[config.mk]
export PLATFORM = sky130hd
export DESIGN_NAME = water_heater_thermostat
export DESIGN_NICKNAME = d
export VERILOG_FILES = /design/src/rtl/core/wht_pkg.sv /design/src/rtl/core/water_heater_thermostat.sv
export SDC_FILE = /design/constraint.sdc
export NUM_CORES = 1
export LEC_CHECK = 0
export BUFFER_PORTS_ARGS = -buffer_cell sky130_fd_sc_hd__buf_2
export CAP_MARGIN = 20
export CORE_UTILIZATION = 49
export DETAILED_ROUTE_END_ITERATION = 8
export GPL_ROUTABILITY_DRIVEN = 0
export HOLD_SLACK_MARGIN = 0.12
export PLACE_DENSITY = 0.8
export SYNTH_ARGS = -nofsm -noshare
export SYNTH_HDL_FRONTEND = slang
export SYNTH_SLANG_ARGS = --single-unit
export TNS_END_PERCENT = 10
[constraint.sdc]
create_clock -name clk -period 9.3 [get_ports clk]
set_clock_uncertainty 0.15 [all_clocks]
set_input_delay 1.86 -clock clk [delete_from_list [all_inputs] [get_ports clk]]
set_output_delay 1.86 -clock clk [all_outputs]
set_load 0.02 [all_outputs]
[src/rtl/core/wht_pkg.sv]
// Package for the water heater thermostat: widths, limits, event codes, sample conversion.
package wht_pkg;

	localparam int OPC_W    = 2;
	localparam int ADC_W    = 10;
	localparam int SET_W    = 7;
	localparam int TEMP_W   = 8;
	localparam int SUM_W    = 12;
	localparam int PROD_W   = 25;
	localparam int Q_SHIFT  = 16;

	localparam int WINDOW_DEF = 10;

	localparam logic [SET_W-1:0] SET_MIN  = 7'd35;
	localparam logic [SET_W-1:0] SET_MAX  = 7'd75;
	localparam logic [SET_W-1:0] SET_STEP = 7'd5;
	localparam logic [SET_W-1:0] SET_INIT = 7'd60;

	// 0.4902 and 0.2944 in Q16
	localparam logic [14:0]       GAIN_Q16   = 15'd32126;
	localparam logic [PROD_W-1:0] OFFSET_Q16 = 25'd19294;

	typedef enum logic [OPC_W-1:0] {
		OP_DOWN   = 2'd0,
		OP_UP     = 2'd1,
		OP_TOGGLE = 2'd2,
		OP_SAMPLE = 2'd3
	} op_t;

	// ADC code to degrees, clamped to 0..255
	function automatic logic [TEMP_W-1:0] to_degrees(input logic [ADC_W-1:0] adc);
		logic [PROD_W-1:0]         p;
		logic [PROD_W-Q_SHIFT-1:0] t;
		p = PROD_W'(adc) * PROD_W'(GAIN_Q16);
		t = '0;
		if (p >= OFFSET_Q16) begin
			t = (PROD_W-Q_SHIFT)'((p - OFFSET_Q16) >> Q_SHIFT);
		end
		if (p < OFFSET_Q16) begin
			return '0;
		end else if (t > (PROD_W-Q_SHIFT)'(255)) begin
			return '1;
		end else begin
			return t[TEMP_W-1:0];
		end
	endfunction

endpackage

[src/rtl/core/water_heater_thermostat.sv]
// Water heater thermostat: event-driven bang-bang regulator with a moving-average temperature.
//
// Every accepted item (down, up, power toggle or ADC sample) gives exactly one status item.
// An item is taken each cycle while the result side is free; its status item passes through
// the input register, which loads at the accepting edge (the ADC code is converted to degrees
// on the way in), and then the result register, where the setpoint, ring and mean are updated
// and which loads once the result side is free. The mean is refreshed when the last of the
// WINDOW ring slots is written, as the ring sum divided by WINDOW (a reciprocal multiply).
// Backpressure on the result side stalls both stages.
module water_heater_thermostat #(
	parameter int WINDOW = wht_pkg::WINDOW_DEF
) (
	input  logic                        clk,
	input  logic                        arst_n,
	input  logic                        item_valid,
	output logic                        item_ready,
	input  logic [wht_pkg::OPC_W-1:0]   opcode,
	input  logic [wht_pkg::ADC_W-1:0]   adc_sample,
	output logic                        result_valid,
	input  logic                        result_ready,
	output logic                        heater_on,
	output logic                        cooler_on,
	output logic                        display_on,
	output logic [wht_pkg::SET_W-1:0]   display_value,
	output logic [wht_pkg::TEMP_W-1:0]  mean_temperature,
	output logic                        is_running
);
	import wht_pkg::*;

	localparam int IDX_W     = (WINDOW > 1) ? $clog2(WINDOW) : 1;
	localparam int DIV_SHIFT = SUM_W + IDX_W;
	localparam int DIV_MUL   = ((1 << DIV_SHIFT) + WINDOW - 1) / WINDOW;
	localparam int DPROD_W   = SUM_W + DIV_SHIFT + 1;

	localparam logic [DIV_SHIFT:0] DIV_MUL_C = (DIV_SHIFT+1)'(DIV_MUL);
	localparam logic [IDX_W-1:0]   IDX_LAST  = IDX_W'(WINDOW - 1);
	localparam logic [SUM_W-1:0]   SUM_INIT  = SUM_W'(WINDOW * 60);

	// input stage
	logic              valid_s1;
	op_t               opcode_s1;
	logic [TEMP_W-1:0] temp_s1;

	// state
	logic              running_q;
	logic [SET_W-1:0]  setpoint_q;
	logic [SET_W-1:0]  latched_q;
	logic [TEMP_W-1:0] ring_q [WINDOW];
	logic [IDX_W-1:0]  idx_q;
	logic [SUM_W-1:0]  sum_q;
	logic [TEMP_W-1:0] mean_q;

	// result register
	logic              result_valid_q;
	logic              heater_q;
	logic              cooler_q;
	logic              display_q;
	logic [SET_W-1:0]  display_value_q;
	logic [TEMP_W-1:0] mean_out_q;
	logic              running_out_q;

	// next state
	logic              running_d;
	logic [SET_W-1:0]  setpoint_d;
	logic [SET_W-1:0]  latched_d;
	logic [IDX_W-1:0]  idx_d;
	logic [SUM_W-1:0]  sum_d;
	logic [TEMP_W-1:0] mean_d;
	logic [DPROD_W-1:0] div_prod;

	logic out_free;
	logic advance;
	logic take;

	assign out_free   = !result_valid_q || result_ready;
	assign advance    = valid_s1 && out_free;
	assign item_ready = !valid_s1 || out_free;
	assign take       = item_valid && item_ready;

	always_ff @(posedge clk or negedge arst_n) begin
		if (!arst_n) begin
			valid_s1 <= 1'b0;
		end else if (item_ready) begin
			valid_s1 <= item_valid;
		end
	end

	always_ff @(posedge clk) begin
		if (take) begin
			opcode_s1 <= op_t'(opcode);
			temp_s1   <= to_degrees(adc_sample);
		end
	end

	always_comb begin
		running_d  = running_q;
		setpoint_d = setpoint_q;
		latched_d  = latched_q;
		idx_d      = idx_q;
		sum_d      = sum_q;
		mean_d     = mean_q;
		div_prod   = '0;
		unique case (opcode_s1)
			OP_DOWN: begin
				if (setpoint_q > SET_MIN) begin
					setpoint_d = setpoint_q - SET_STEP;
				end
			end
			OP_UP: begin
				if (setpoint_q < SET_MAX) begin
					setpoint_d = setpoint_q + SET_STEP;
				end
			end
			OP_TOGGLE: begin
				running_d = !running_q;
				if (!running_q) begin
					latched_d = setpoint_q;
				end
			end
			OP_SAMPLE: begin
				sum_d    = sum_q - SUM_W'(ring_q[idx_q]) + SUM_W'(temp_s1);
				div_prod = DPROD_W'(sum_d) * DPROD_W'(DIV_MUL_C);
				if (idx_q == IDX_LAST) begin
					mean_d = div_prod[DIV_SHIFT +: TEMP_W];
					idx_d  = '0;
				end else begin
					idx_d  = idx_q + IDX_W'(1);
				end
			end
			default: ;
		endcase
	end

	always_ff @(posedge clk or negedge arst_n) begin
		if (!arst_n) begin
			running_q  <= 1'b0;
			setpoint_q <= SET_INIT;
			latched_q  <= SET_INIT;
			idx_q      <= '0;
			sum_q      <= SUM_INIT;
			mean_q     <= '0;
			for (int k = 0; k < WINDOW; k++) begin
				ring_q[k] <= TEMP_W'(SET_INIT);
			end
		end else if (advance) begin
			running_q  <= running_d;
			setpoint_q <= setpoint_d;
			latched_q  <= latched_d;
			idx_q      <= idx_d;
			sum_q      <= sum_d;
			mean_q     <= mean_d;
			if (opcode_s1 == OP_SAMPLE) begin
				ring_q[idx_q] <= temp_s1;
			end
		end
	end

	always_ff @(posedge clk or negedge arst_n) begin
		if (!arst_n) begin
			result_valid_q <= 1'b0;
		end else if (out_free) begin
			result_valid_q <= valid_s1;
		end
	end

	always_ff @(posedge clk) begin
		if (advance) begin
			heater_q        <= running_d && (TEMP_W'(latched_d) > mean_d);
			cooler_q        <= running_d && (TEMP_W'(latched_d) < mean_d);
			display_q       <= !running_d;
			display_value_q <= setpoint_d;
			mean_out_q      <= mean_d;
			running_out_q   <= running_d;
		end
	end

	assign result_valid     = result_valid_q;
	assign heater_on        = heater_q;
	assign cooler_on        = cooler_q;
	assign display_on       = display_q;
	assign display_value    = display_value_q;
	assign mean_temperature = mean_out_q;
	assign is_running       = running_out_q;

endmodule
==> impl_metrics.toml <==
[yosys]
ys_seq_elements = 150
async_flop_share_pct = 80.7
ys_types = 95
syn_nets = 1603
synth-seq-area-share_pct = 28.5
synth_edf_count = 29
syn-cell-area_mm2 = 0.0139
synthFlopType = "dfrtp_1"
syn-instance-count = 1322
synth_area_per_cell_um2 = 10.5
ys_warn_count = 0

[sta]
relSlewSlack_pct = 28.5
setup-violations-final = 2
min_period_ns = 9.44
post-route-period-util_pct = 102
tns_ns = -0.242
timing.fmax_mhz = 106
slew_violations = 0
fin_ws_ns = -0.144
finalHoldViolCount = 0
worst_pin_slew_ns = 1.06
rsz0062_at_grt = "true"

[placement]
port-buffer-count = 36
place_hpwl_um = 22700

[finish]
fin_util_pct = 57.0
multiInputGateArea_mm2 = 0.00918
n_antenna_cell = 0
fill_cells = 2196
syn_to_final_growth_pct = 14.1
finalNetCount = 1682
drive_gt1_share_pct = 27.0
regArea_mm2 = 0.00397

[die]
initial_core_util_pct = 49.9
dieArea_mm2 = 0.0290
rows = 61
die_w_um = 170
fp.dieH_um = 170
core_area_mm2 = 0.0279
ios = 37

[cts]
clock_latency_ns = 0.43
cts_buffers = 17
clkTransAtPathRegs_ns = 0.06
h-tree-depth = 4
cts.sinks = 150
tritoncts = "built"
cts_root_buf = "clkbuf_16"
clockBufferDepth = 2
hold_buffers = 0

[status]
status = "complete, but fails checks"
violations = "negative setup slack"

[detailed_routing]
drc = 0
dr.pass1.iters = 5
ant_nets = 0
avgViaCountPerCell = 5.55
num_vias = 9948
routed_wl_um = 30700
drtIter0Drc = 463
wl_per_cell_um = 17.1

[worst_setup_path]
worst-path-max-fanout = 7
endpoint_kind = "flop"
max_stage_delay_ns = 0.54
cp.required_ns = 9.32
worstSetupPathType = "flop to flop"
slowest_stage = "fa_1"
reg2regPathDepth = 45
path_common_cell = "fa_1"
crit_arrival_ns = 9.47
start_kind = "flop"

[global_route]
grt_first_pass_wirelength_um = 51300
grt_pass1_vias = 10700
antenna_found_initial = 0
grt_max_degree = 76
track_usage_pct = 22.3
gr-total-overflow = 0

[min_path]
hold_depth = 2
hp-class = "flop to flop"

[job]
cap_violations = 0
==> worst max-delay path: cells and delay by family, from the launching register on <==
| kind | cells | cell delay, ns |
|---|---|---|
| AO/OA/AOI/OAI | 16 | 2.53 |
| XOR/XNOR | 1 | 0.14 |
| adder cells (fa/ha/maj) | 9 | 3.64 |
| buffers and inverters | 8 | 0.73 |
| flip-flops | 1 | 0.45 |
| multiplexers | 2 | 0.42 |
| AND/OR/NAND/NOR | 9 | 1.09 |
==> final timing paths <==
kind,start,end,slack [ns]
hold reg to reg,latched_q[3],latched_q[3],0.31
hold / removal,latched_q[3],latched_q[3],0.31
setup / recovery,idx_q[0],heater_on,-0.14
max in group asynchronous,arst_n,ring_q[63],6.29
min in group asynchronous,arst_n,mean_q[7],1.29
setup reg to reg,idx_q[0],heater_on,-0.14
==> stage by stage <==
step / setup slack [ns] / std cells / instance area (µm²) / hold WS (ns)
after floorplan: 0.0343 / 1322 / 13900 / 0.288
after global placement: -0.196 / 1742 / 14800 / 0.295
after detailed placement: -0.514 / 1742 / 14800 / 0.299
after CTS: -0.00204 / 1788 / 15700 / 0.309
after global routing: -0.509 / 1792 / 15900 / 0.334
final: -0.144 / 1792 / 15900 / 0.309
==> layer usage <==
metal / vias to the layer above / wire length [µm] / track usage, %
met5: - / 0 / 0
met4: 0 / 820 / 7.76
met3: 72 / 1130 / 3.35
met2: 244 / 16000 / 40.6
met1: 4967 / 12800 / 26.6
li1: 4665 / - / -
==> registers in the layout (all words and copies together) (netlist names) <==
register	cells
is_running	1
display_on	1
valid_s1	1
temp_s1	8
opcode_s1	2
ring_q	80
result_valid	1
setpoint_q	7
mean_temperature	8
heater_on	1
mean_q	8
running_q	1
idx_q	4
sum_q	12
cooler_on	1
display_value	7
latched_q	7
==> layout make-up <==
class                   instances  share of cell area [%]
clock inverters                10                   0.883
well taps                     378                    2.98
multi-input cells             904                    57.8
repair buffers                100                    4.73
inverters                     228                    5.39
clock buffers                  22                    3.19
flip-flops and latches        150                    25.0
==> cells in the final DEF (no fill, tap or decap), types with 9 or more instances in the layout <==
cell type    n
inv_1      219
ha_1       160
mux2_2      98
fa_1        98
nand2_1     85
dfrtp_1     68
buf_4       55
dfstp_2     52
nor2_1      47
o21ai_0     43
a21oi_1     37
xnor2_1     35
buf_2       35
edfxtp_1    29
xor2_1      23
nor3_1      20
clkbuf_16   18
mux4_2      16
nand2b_1    13
nand3_1     13
and2_1      10
a21o_1       9
mux2i_1      9
==> kinds of logic after synthesis <==
family	synth area share, %
compound gates	10.2
xor+xnor	4.19
fa+ha+maj	29.2
buf+inv	7.46
flops	28.5
mux	11.3
simple gates	9.08
==> what timing repair did <==
item                                   in CTS  in global routing
endpoints found under the hold margin       0                  0
cloned                                      1                  0
gates resized for setup                    49                 15
pin swaps                                  47                 22
buffers inserted                           14                  3
setup endpoints to repair                   2                  2
==> cell usage after synthesis (all sizes together) (4+ instances only) <==
library cell  count  area share [%]
dfstp            52             9.8
o21ai            55             2.0
o41ai             4            0.31
clkbuf           27            0.73
fa               99              14
ha              166              15
dfrtp            69              12
a21oi            43             1.7
nand2            86             2.3
buf              13            0.58
nand3b            4            0.22
nor2             52             1.4
o31ai             7            0.49
o311ai            4            0.31
mux2             99             8.0
nor3             25            0.97
mux4             16             2.6
and2             11            0.50
a31oi             9            0.51
nand2b           13            0.59
xnor2            39             2.5
nor2b             7            0.37
a221oi            9            0.57
nand3            14            0.54
or2               5            0.23
nor4              8            0.51
a211oi            9            0.56
mux2i            10            0.72
o21bai            6            0.32
o211ai            5            0.31
or3               7            0.35
o21a              8            0.43
a21o              9            0.49
edfxtp           29             6.3
xor2             24             1.5
inv             227             6.1
Power is left out: the tool's default activity adds up to more than one toggle a clock period on the data nets, which glitch-free logic cannot reach.
